--- config.mk ---
export PLATFORM = sky130hd
export DESIGN_NAME = shrt_front
export DESIGN_NICKNAME = d
export VERILOG_FILES = /design/src/design/subscription_hash_row_table_macros.svh /design/src/design/shrt_pkg.sv /design/src/design/shrt_front.sv
export SDC_FILE = /design/constraint.sdc
export NUM_CORES = 1
export LEC_CHECK = 0
export BUFFER_PORTS_ARGS = -buffer_cell sky130_fd_sc_hd__buf_4
export CAP_MARGIN = 20
export CELL_PAD_IN_SITES_DETAIL_PLACEMENT = 2
export CELL_PAD_IN_SITES_GLOBAL_PLACEMENT = 2
export CORE_MARGIN = 2
export CORE_UTILIZATION = 36
export DETAILED_ROUTE_END_ITERATION = 8
export PLACE_DENSITY_LB_ADDON = 0.1
export SLEW_MARGIN = 10
export SYNTH_ARGS = -nofsm -noshare
export SYNTH_HDL_FRONTEND = slang
export SYNTH_SLANG_ARGS = --single-unit
--- constraint.sdc ---
create_clock -name clk -period 6 [get_ports clk]
set_clock_uncertainty 0.15 [all_clocks]
set_input_delay 0.6 -clock clk [delete_from_list [all_inputs] [get_ports clk]]
set_output_delay 0.6 -clock clk [all_outputs]
set_load 0.01 [all_outputs]
--- src/design/subscription_hash_row_table_macros.svh ---
// Assertion macros for the subscription hash row table.
// Included by the modules that carry concurrent checks; no other dependencies.
`ifndef SUBSCRIPTION_HASH_ROW_TABLE_MACROS_SVH
`define SUBSCRIPTION_HASH_ROW_TABLE_MACROS_SVH

`ifndef NO_ASSERTIONS

// clocked check, disabled while reset is asserted
`define SHRT_ASSERT(lbl, clk, rst_n, prop, msg) \
  lbl: assert property (@(posedge clk) disable iff (!rst_n) prop) else $error(msg);

// clocked check that also holds during reset
`define SHRT_ASSERT_ALWAYS(lbl, clk, prop, msg) \
  lbl: assert property (@(posedge clk) prop) else $error(msg);

`else

`define SHRT_ASSERT(lbl, clk, rst_n, prop, msg)

`define SHRT_ASSERT_ALWAYS(lbl, clk, prop, msg)

`endif

`endif

--- src/design/shrt_pkg.sv ---
// Shared types and constants of the subscription hash row table.
// No dependencies; used by shrt_front, shrt_back and the top level.
package shrt_pkg;

  localparam int DEF_ENTRIES  = 64;
  localparam int DEF_ROW_BITS = 8;

  localparam int ID_W        = 64;
  localparam int HASH_W      = 16;
  localparam int BASE_W      = 24;
  localparam int SUBIDX_W    = 25;
  localparam int COUNT_OUT_W = 7;
  localparam int STATUS_W    = 3;
  localparam int CFG_IDX_W   = 1;
  localparam int CFG_DATA_W  = 24;

  typedef enum logic {
    OP_ADD    = 1'b0,
    OP_LOOKUP = 1'b1
  } op_t;

  typedef enum logic [CFG_IDX_W-1:0] {
    CFG_HASH_MODE  = 1'b0,
    CFG_BASE_INDEX = 1'b1
  } cfg_reg_t;

  typedef enum logic [STATUS_W-1:0] {
    ST_ADDED     = 3'd0,
    ST_FULL      = 3'd1,
    ST_ALREADY   = 3'd2,
    ST_COLLISION = 3'd3,
    ST_FOUND     = 3'd4,
    ST_NOT_FOUND = 3'd5
  } status_t;

  typedef struct packed {
    op_t               op;
    logic [ID_W-1:0]   id;
    logic [HASH_W-1:0] hash;
  } item_t;

  // handshake between front queue and back engine
  typedef struct packed {
    logic  valid;
    item_t item;
  } queue_head_t;

endpackage

--- src/design/shrt_front.sv ---
// Front end: configuration registers, hash of incoming ids, two-entry item queue.
// Depends on shrt_pkg.
module shrt_front #(
  parameter int ROW_BITS = shrt_pkg::DEF_ROW_BITS
) (
  input  logic                            clk,
  input  logic                            rst_n,
  input  logic                            cfg_we,
  input  logic [shrt_pkg::CFG_IDX_W-1:0]  cfg_index,
  input  logic [shrt_pkg::CFG_DATA_W-1:0] cfg_data,
  input  logic                            push,
  output logic                            full,
  input  logic                            in_operation,
  input  logic [shrt_pkg::ID_W-1:0]       in_security_id,
  output shrt_pkg::queue_head_t           head,
  input  logic                            head_take,
  output logic [shrt_pkg::BASE_W-1:0]     base_index
);

  logic                          hash_mode_r;
  logic [shrt_pkg::BASE_W-1:0]   base_index_r;
  shrt_pkg::item_t               q_mem_r [2];
  logic                          wr_ptr_r;
  logic                          rd_ptr_r;
  logic [1:0]                    q_cnt_r;
  logic [1:0]                    q_cnt_nxt;
  logic                          push_ok;
  logic                          pop_ok;
  logic [shrt_pkg::HASH_W-1:0]   hash;
  logic [shrt_pkg::ID_W-1:0]     shifted;

  assign shifted = in_security_id >> ROW_BITS;

  always_comb begin
    if (hash_mode_r) begin
      hash = {8'h00, in_security_id[31:24]};
    end else begin
      hash = shifted[shrt_pkg::HASH_W-1:0];
    end
  end

  always_ff @(posedge clk) begin
    if (!rst_n) begin
      hash_mode_r  <= 1'b0;
      base_index_r <= '0;
    end else if (cfg_we) begin
      unique case (shrt_pkg::cfg_reg_t'(cfg_index))
        shrt_pkg::CFG_HASH_MODE:  hash_mode_r  <= cfg_data[0];
        shrt_pkg::CFG_BASE_INDEX: base_index_r <= cfg_data[shrt_pkg::BASE_W-1:0];
        default: ;
      endcase
    end
  end

  assign full    = (q_cnt_r == 2'd2);
  assign push_ok = push && !full;
  assign pop_ok  = head_take && (q_cnt_r != 2'd0);

  always_comb begin
    q_cnt_nxt = q_cnt_r;
    if (push_ok && !pop_ok) begin
      q_cnt_nxt = q_cnt_r + 2'd1;
    end else if (pop_ok && !push_ok) begin
      q_cnt_nxt = q_cnt_r - 2'd1;
    end
  end

  always_ff @(posedge clk) begin
    if (!rst_n) begin
      wr_ptr_r <= 1'b0;
      rd_ptr_r <= 1'b0;
      q_cnt_r  <= 2'd0;
    end else begin
      q_cnt_r <= q_cnt_nxt;
      if (push_ok) begin
        wr_ptr_r <= ~wr_ptr_r;
      end
      if (pop_ok) begin
        rd_ptr_r <= ~rd_ptr_r;
      end
    end
  end

  always_ff @(posedge clk) begin
    if (push_ok) begin
      q_mem_r[wr_ptr_r] <= '{op:   shrt_pkg::op_t'(in_operation),
                             id:   in_security_id,
                             hash: hash};
    end
  end

  assign head.valid = (q_cnt_r != 2'd0);
  assign head.item  = q_mem_r[rd_ptr_r];
  assign base_index = base_index_r;

endmodule

== After elaboration in Yosys (flattened, before gate mapping) ==
Memories as Yosys holds them, arrays and structs flattened. A register that Yosys moved wholly into a read port is not among the register bits.
Cells that the tools add are included.

* Register bits: 29
* Latch bits: 0
* Bits in writable memories: 162
* Bits in read-only memories: 0
* Output and inout port bits: 107
* Logic and storage cells: 30
* Memories: 1

{| class="wikitable"
|+ Memories
! name !! depth !! width !! read ports !! clocked after memory_dff !! wr ports !! line !! source
|-
| q_mem_r || 2 || 81 || 1 || 1 || 1 || shrt_front.sv:22 || <nowiki>shrt_pkg::item_t q_mem_r [2];</nowiki>
|}

* Add/sub/neg operators: 2
* $mul: 0
* Div/mod/pow operators: 0
* $lt $le $gt $ge: 0
* Equal/unequal tests: 1
* Shift operators: 0
* Mux-type cells: 7
* Bitwise gates (word level): 3
* Reduce and logical (&&, ||, !) cells: 11

{| class="wikitable"
|+ Operators with widths
! cell !! count
|-
| $mux 16 || 1
|-
| $logic_and 1x1->1 || 4
|-
| $mux 1 || 4
|-
| $mux 2 || 2
|-
| $reduce_and 2->1 || 2
|-
| $reduce_bool 2->1 || 2
|-
| $logic_not 1->1 || 3
|-
| $not 1->1 || 3
|-
| $add 2x1->2 const B || 1
|-
| $eq 2x2->1 const B || 1
|-
| $sub 2x1->2 const B || 1
|}

== Depth between registers and ports, before layout ==
* Depth after elaboration: 7
* Gate-level depth with buffers: 7
* Gate-level depth less buffers: 7

== Worst setup path after synthesis ==
Ideal clock, no wire load.

* Path kind: in2reg
* From: input port push
* To: memory q_mem_r[0][0] in the netlist's numbering (enable)
* Library setup time: 507 ps
* Arrival: 3,832 ps
* Data required time: 5,343 ps
* Slack: 1,510 ps
* Stages: 2
* Path buffers: 0
* Cell sequence: inv_1 nor3_2

* Cells in the longest elaborated chain, start to end: 3

{| class="wikitable"
|+ Ends and longest elaborated chain
! what !! line !! source
|-
| from (decl) || shrt_front.sv:11 || <nowiki>input logic push,</nowiki>
|-
| $logic_and 1x1->1 || shrt_front.sv:56 || <nowiki>assign push_ok = push && !full;</nowiki>
|-
| $mux 1 || shrt_front.sv:85 || <nowiki>if (push_ok) begin</nowiki>
|-
| $mux 1 (not written as such) || shrt_front.sv:86 || <nowiki>q_mem_r[wr_ptr_r] <= '{op: shrt_pkg::op_t'(in_operation),</nowiki>
|-
| to (decl) || shrt_front.sv:22 ||
|}

No other way between the ends.

==> summary.txt <==
HPWL after DPL = 10900 µm
Setup-failing EPs final = 0
Final hold slack = 0.202 ns
Crit path kind = reg -> out
Relative max-transition margin = 30.8%
Register area = 5470 µm²
Met2 GRT Util = 27.7%
CTS resizes = 0
P per Cell Area = 400 nW/µm²
Clk sink count = 192
Count of different cell masters after synthesis = 24
Post-Syn Nets = 502
VDD IR max = 205 µV
Total grt overflow = 0
Max-slew violation count = 0
IO Pins = 202
CP bufs+invs = 2
Root Driver = clkbuf_16
Crit end category = primary output
Post-synthesis sequential area ratio = 77.0%
Met1 usage = 18.9%
Die Area = 20900 µm²
Worst hold path type = in -> reg
Final period utilization = 46.8%
Setup TNS = 0 ns
Nets = 707
Worst-Margin Slew = 1.04 ns
RSZ-0062 raised after global routing = no
Place WS = 3.40 ns
Die Span Y = 144 µm
Area of the multi-input gates = 1510 µm²
Commonest non-fill, non-tap cells in the layout = buf_4, edfxtp_1, mux2_2, nand2_1, dfxtp_1
Clock-pin slew on the worst setup and hold paths = 0.08 ns
Maxcap violations = 0
Largest net degree at the start of global routing = 82
Area grow syn2layout = 33.5%
Status = finished, final reports clean
Routed Wire Length = 16600 µm
Met3 usage = 5.73%
Commonest non-fill, non-tap cell in the layout = buf_4
CP cell instances = buf_12 -> mux2_2 -> buf_4
Core footprint = 19400 µm²
Setup bufs post-CTS = 0
Share of layout cells above drive strength 1 = 52.7%
Number of detailed-route iterations in the first pass = 4
Avg Cell Area, Syn = 17.5 µm²
Port buffer count = 201
H-Tree Depth = 4
Violation count after the first detailed-route iteration = 133
Number of global-route vias before repair = 4490
Mapped Area = 7100 µm²
DR vias = 4086
DRT antenna net count = 0
Worst path top cell family by delay = flip-flops
Drt drc = 0
Fillers = 1890
Critical-path top delay cell = dfxtp_4
First-pass GRT wire length = 24900 µm
CP Launch Type = register
Die width = 144 µm
Longest Clk Path Bufs = 2
Global routing's busiest layer = met2
Hold_buf cts = 0
Starting Density = 36.6%
Initial antenna violation count = 0
Drt via density = 4.60
Clk Latency, worst-skew pair = 0.43 ns
Power Total = 3.79 mW
GRT Util Overall = 16.1%
Total CTS buffers = 17
Max Fclk = 0.356 GHz
CTS tree = yes
Static Leakage = 3.57 nW
Crit path DAT = 2.06 ns
CP Max Fanout = 42
Endpoints failing hold = 0
Worst setup margin = 3.19 ns
Row count = 51
Antenna cells = 0
Average wire per standard cell = 18.7 µm
Critical Path RT = 5.25 ns
Placer Congestion = 0.701
CP peak stage delay = 0.72 ns
Synth warn = 0
Fin crit period = 2.81 ns
Mapped Cells = 406
FF+latch count, synth = 192
==> kinds of logic after synthesis <==
| logic type | synth area share, % |
|---|---|
| AOI/OAI and AO/OA | 2.12 |
| xor gates and xnor gates | 0.370 |
| adders and majority gates | 0.176 |
| buffers and inverters | 1.83 |
| DFF | 77.0 |
| muxes | 14.3 |
| and+or+nand+nor | 4.23 |
==> report_power, final <==
group          leakage [nW]  internal (mW)  switching (mW)
Combinational          1.53          0.503           0.443
Sequential             1.76           1.64          0.0879
Clock                 0.278          0.589           0.521
Total                  3.57           2.73            1.05
==> flip-flops by register name (all words and copies together), names as in the netlist, named ones only <==
| signal | flops |
|---|---|
| q_mem_r | 162 |
| wr_ptr_r | 1 |
| rd_ptr_r | 1 |
| base_index | 24 |
| hash_mode_r | 1 |
| q_cnt_r | 2 |
==> metrics by stage <==
stage | utilization, % | instances | instance area (µm²)
final | 48.8 | 889 | 9470
after global routing | 48.8 | 889 | 9470
after CTS | 48.6 | 887 | 9430
after detailed placement | 45.6 | 855 | 8850
after global placement | 45.6 | 855 | 8850
after floorplan | - | 406 | 7100
==> cells in the mapped netlist <==
| cell type | number | area share [%] |
|---|---|---|
| and3_1 | 1 | 0.088 |
| mux2_2 | 89 | 14 |
| o21a_1 | 1 | 0.11 |
| nand2b_1 | 2 | 0.18 |
| o21ai_0 | 2 | 0.14 |
| or3_1 | 1 | 0.088 |
| nor3_2 | 1 | 0.14 |
| inv_1 | 3 | 0.16 |
| dfxtp_1 | 30 | 8.5 |
| nand2_1 | 49 | 2.6 |
| nor2b_1 | 8 | 0.71 |
| a21oi_1 | 25 | 1.8 |
| clkbuf_2 | 1 | 0.070 |
| clkbuf_1 | 1 | 0.053 |
| mux2i_1 | 1 | 0.14 |
| or2_2 | 1 | 0.088 |
| nor2_1 | 5 | 0.26 |
| xor2_1 | 3 | 0.37 |
| ha_1 | 1 | 0.18 |
| and2_1 | 1 | 0.088 |
| buf_2 | 7 | 0.49 |
| edfxtp_1 | 162 | 69 |
| buf_4 | 10 | 1.1 |
| a21boi_0 | 1 | 0.11 |
==> layout make-up <==
cell class              count  area share (%)
multi-input cells         192            16.0
clock buffers              18            4.53
repair buffers            205            16.6
flip-flops and latches    192            57.7
clock inverters            14            1.57
inverters                   3           0.119
well taps                 265            3.50
==> layer usage <==
layer  part of all wire (%)  vias to the layer above
met1                     40                     2021
met3                    7.7                       14
met5                      0                        -
li1                       -                     1919
met2                     52                      132
met4                    1.1                        0
==> final timing paths <==
kind | startpoint | endpoint | slack [ns] | cells after the start
hold reg to reg | base_index[10]$_SDFFE_PN0P_ | base_index[10]$_SDFFE_PN0P_ | 0.31 | 2
hold / removal | in_security_id[40] | q_mem_r[0][56]$_DFFE_PP_ | 0.20 | 1
setup / recovery | register | head[0] | 3.19 | 3
setup reg to reg | q_cnt_r[0]$_SDFFE_PN0P_ | q_mem_r[1][31]$_DFFE_PP_ | 3.70 | 3
==> worst reg2reg max path: cells and delay by family (launching register included) <==
kind                   cells  cell delay [ns]
and+or+nand+nor            2             0.46
DFF                        1             0.43
buffers and inverters      1             0.78
Power figures use the tool's default switching activity.
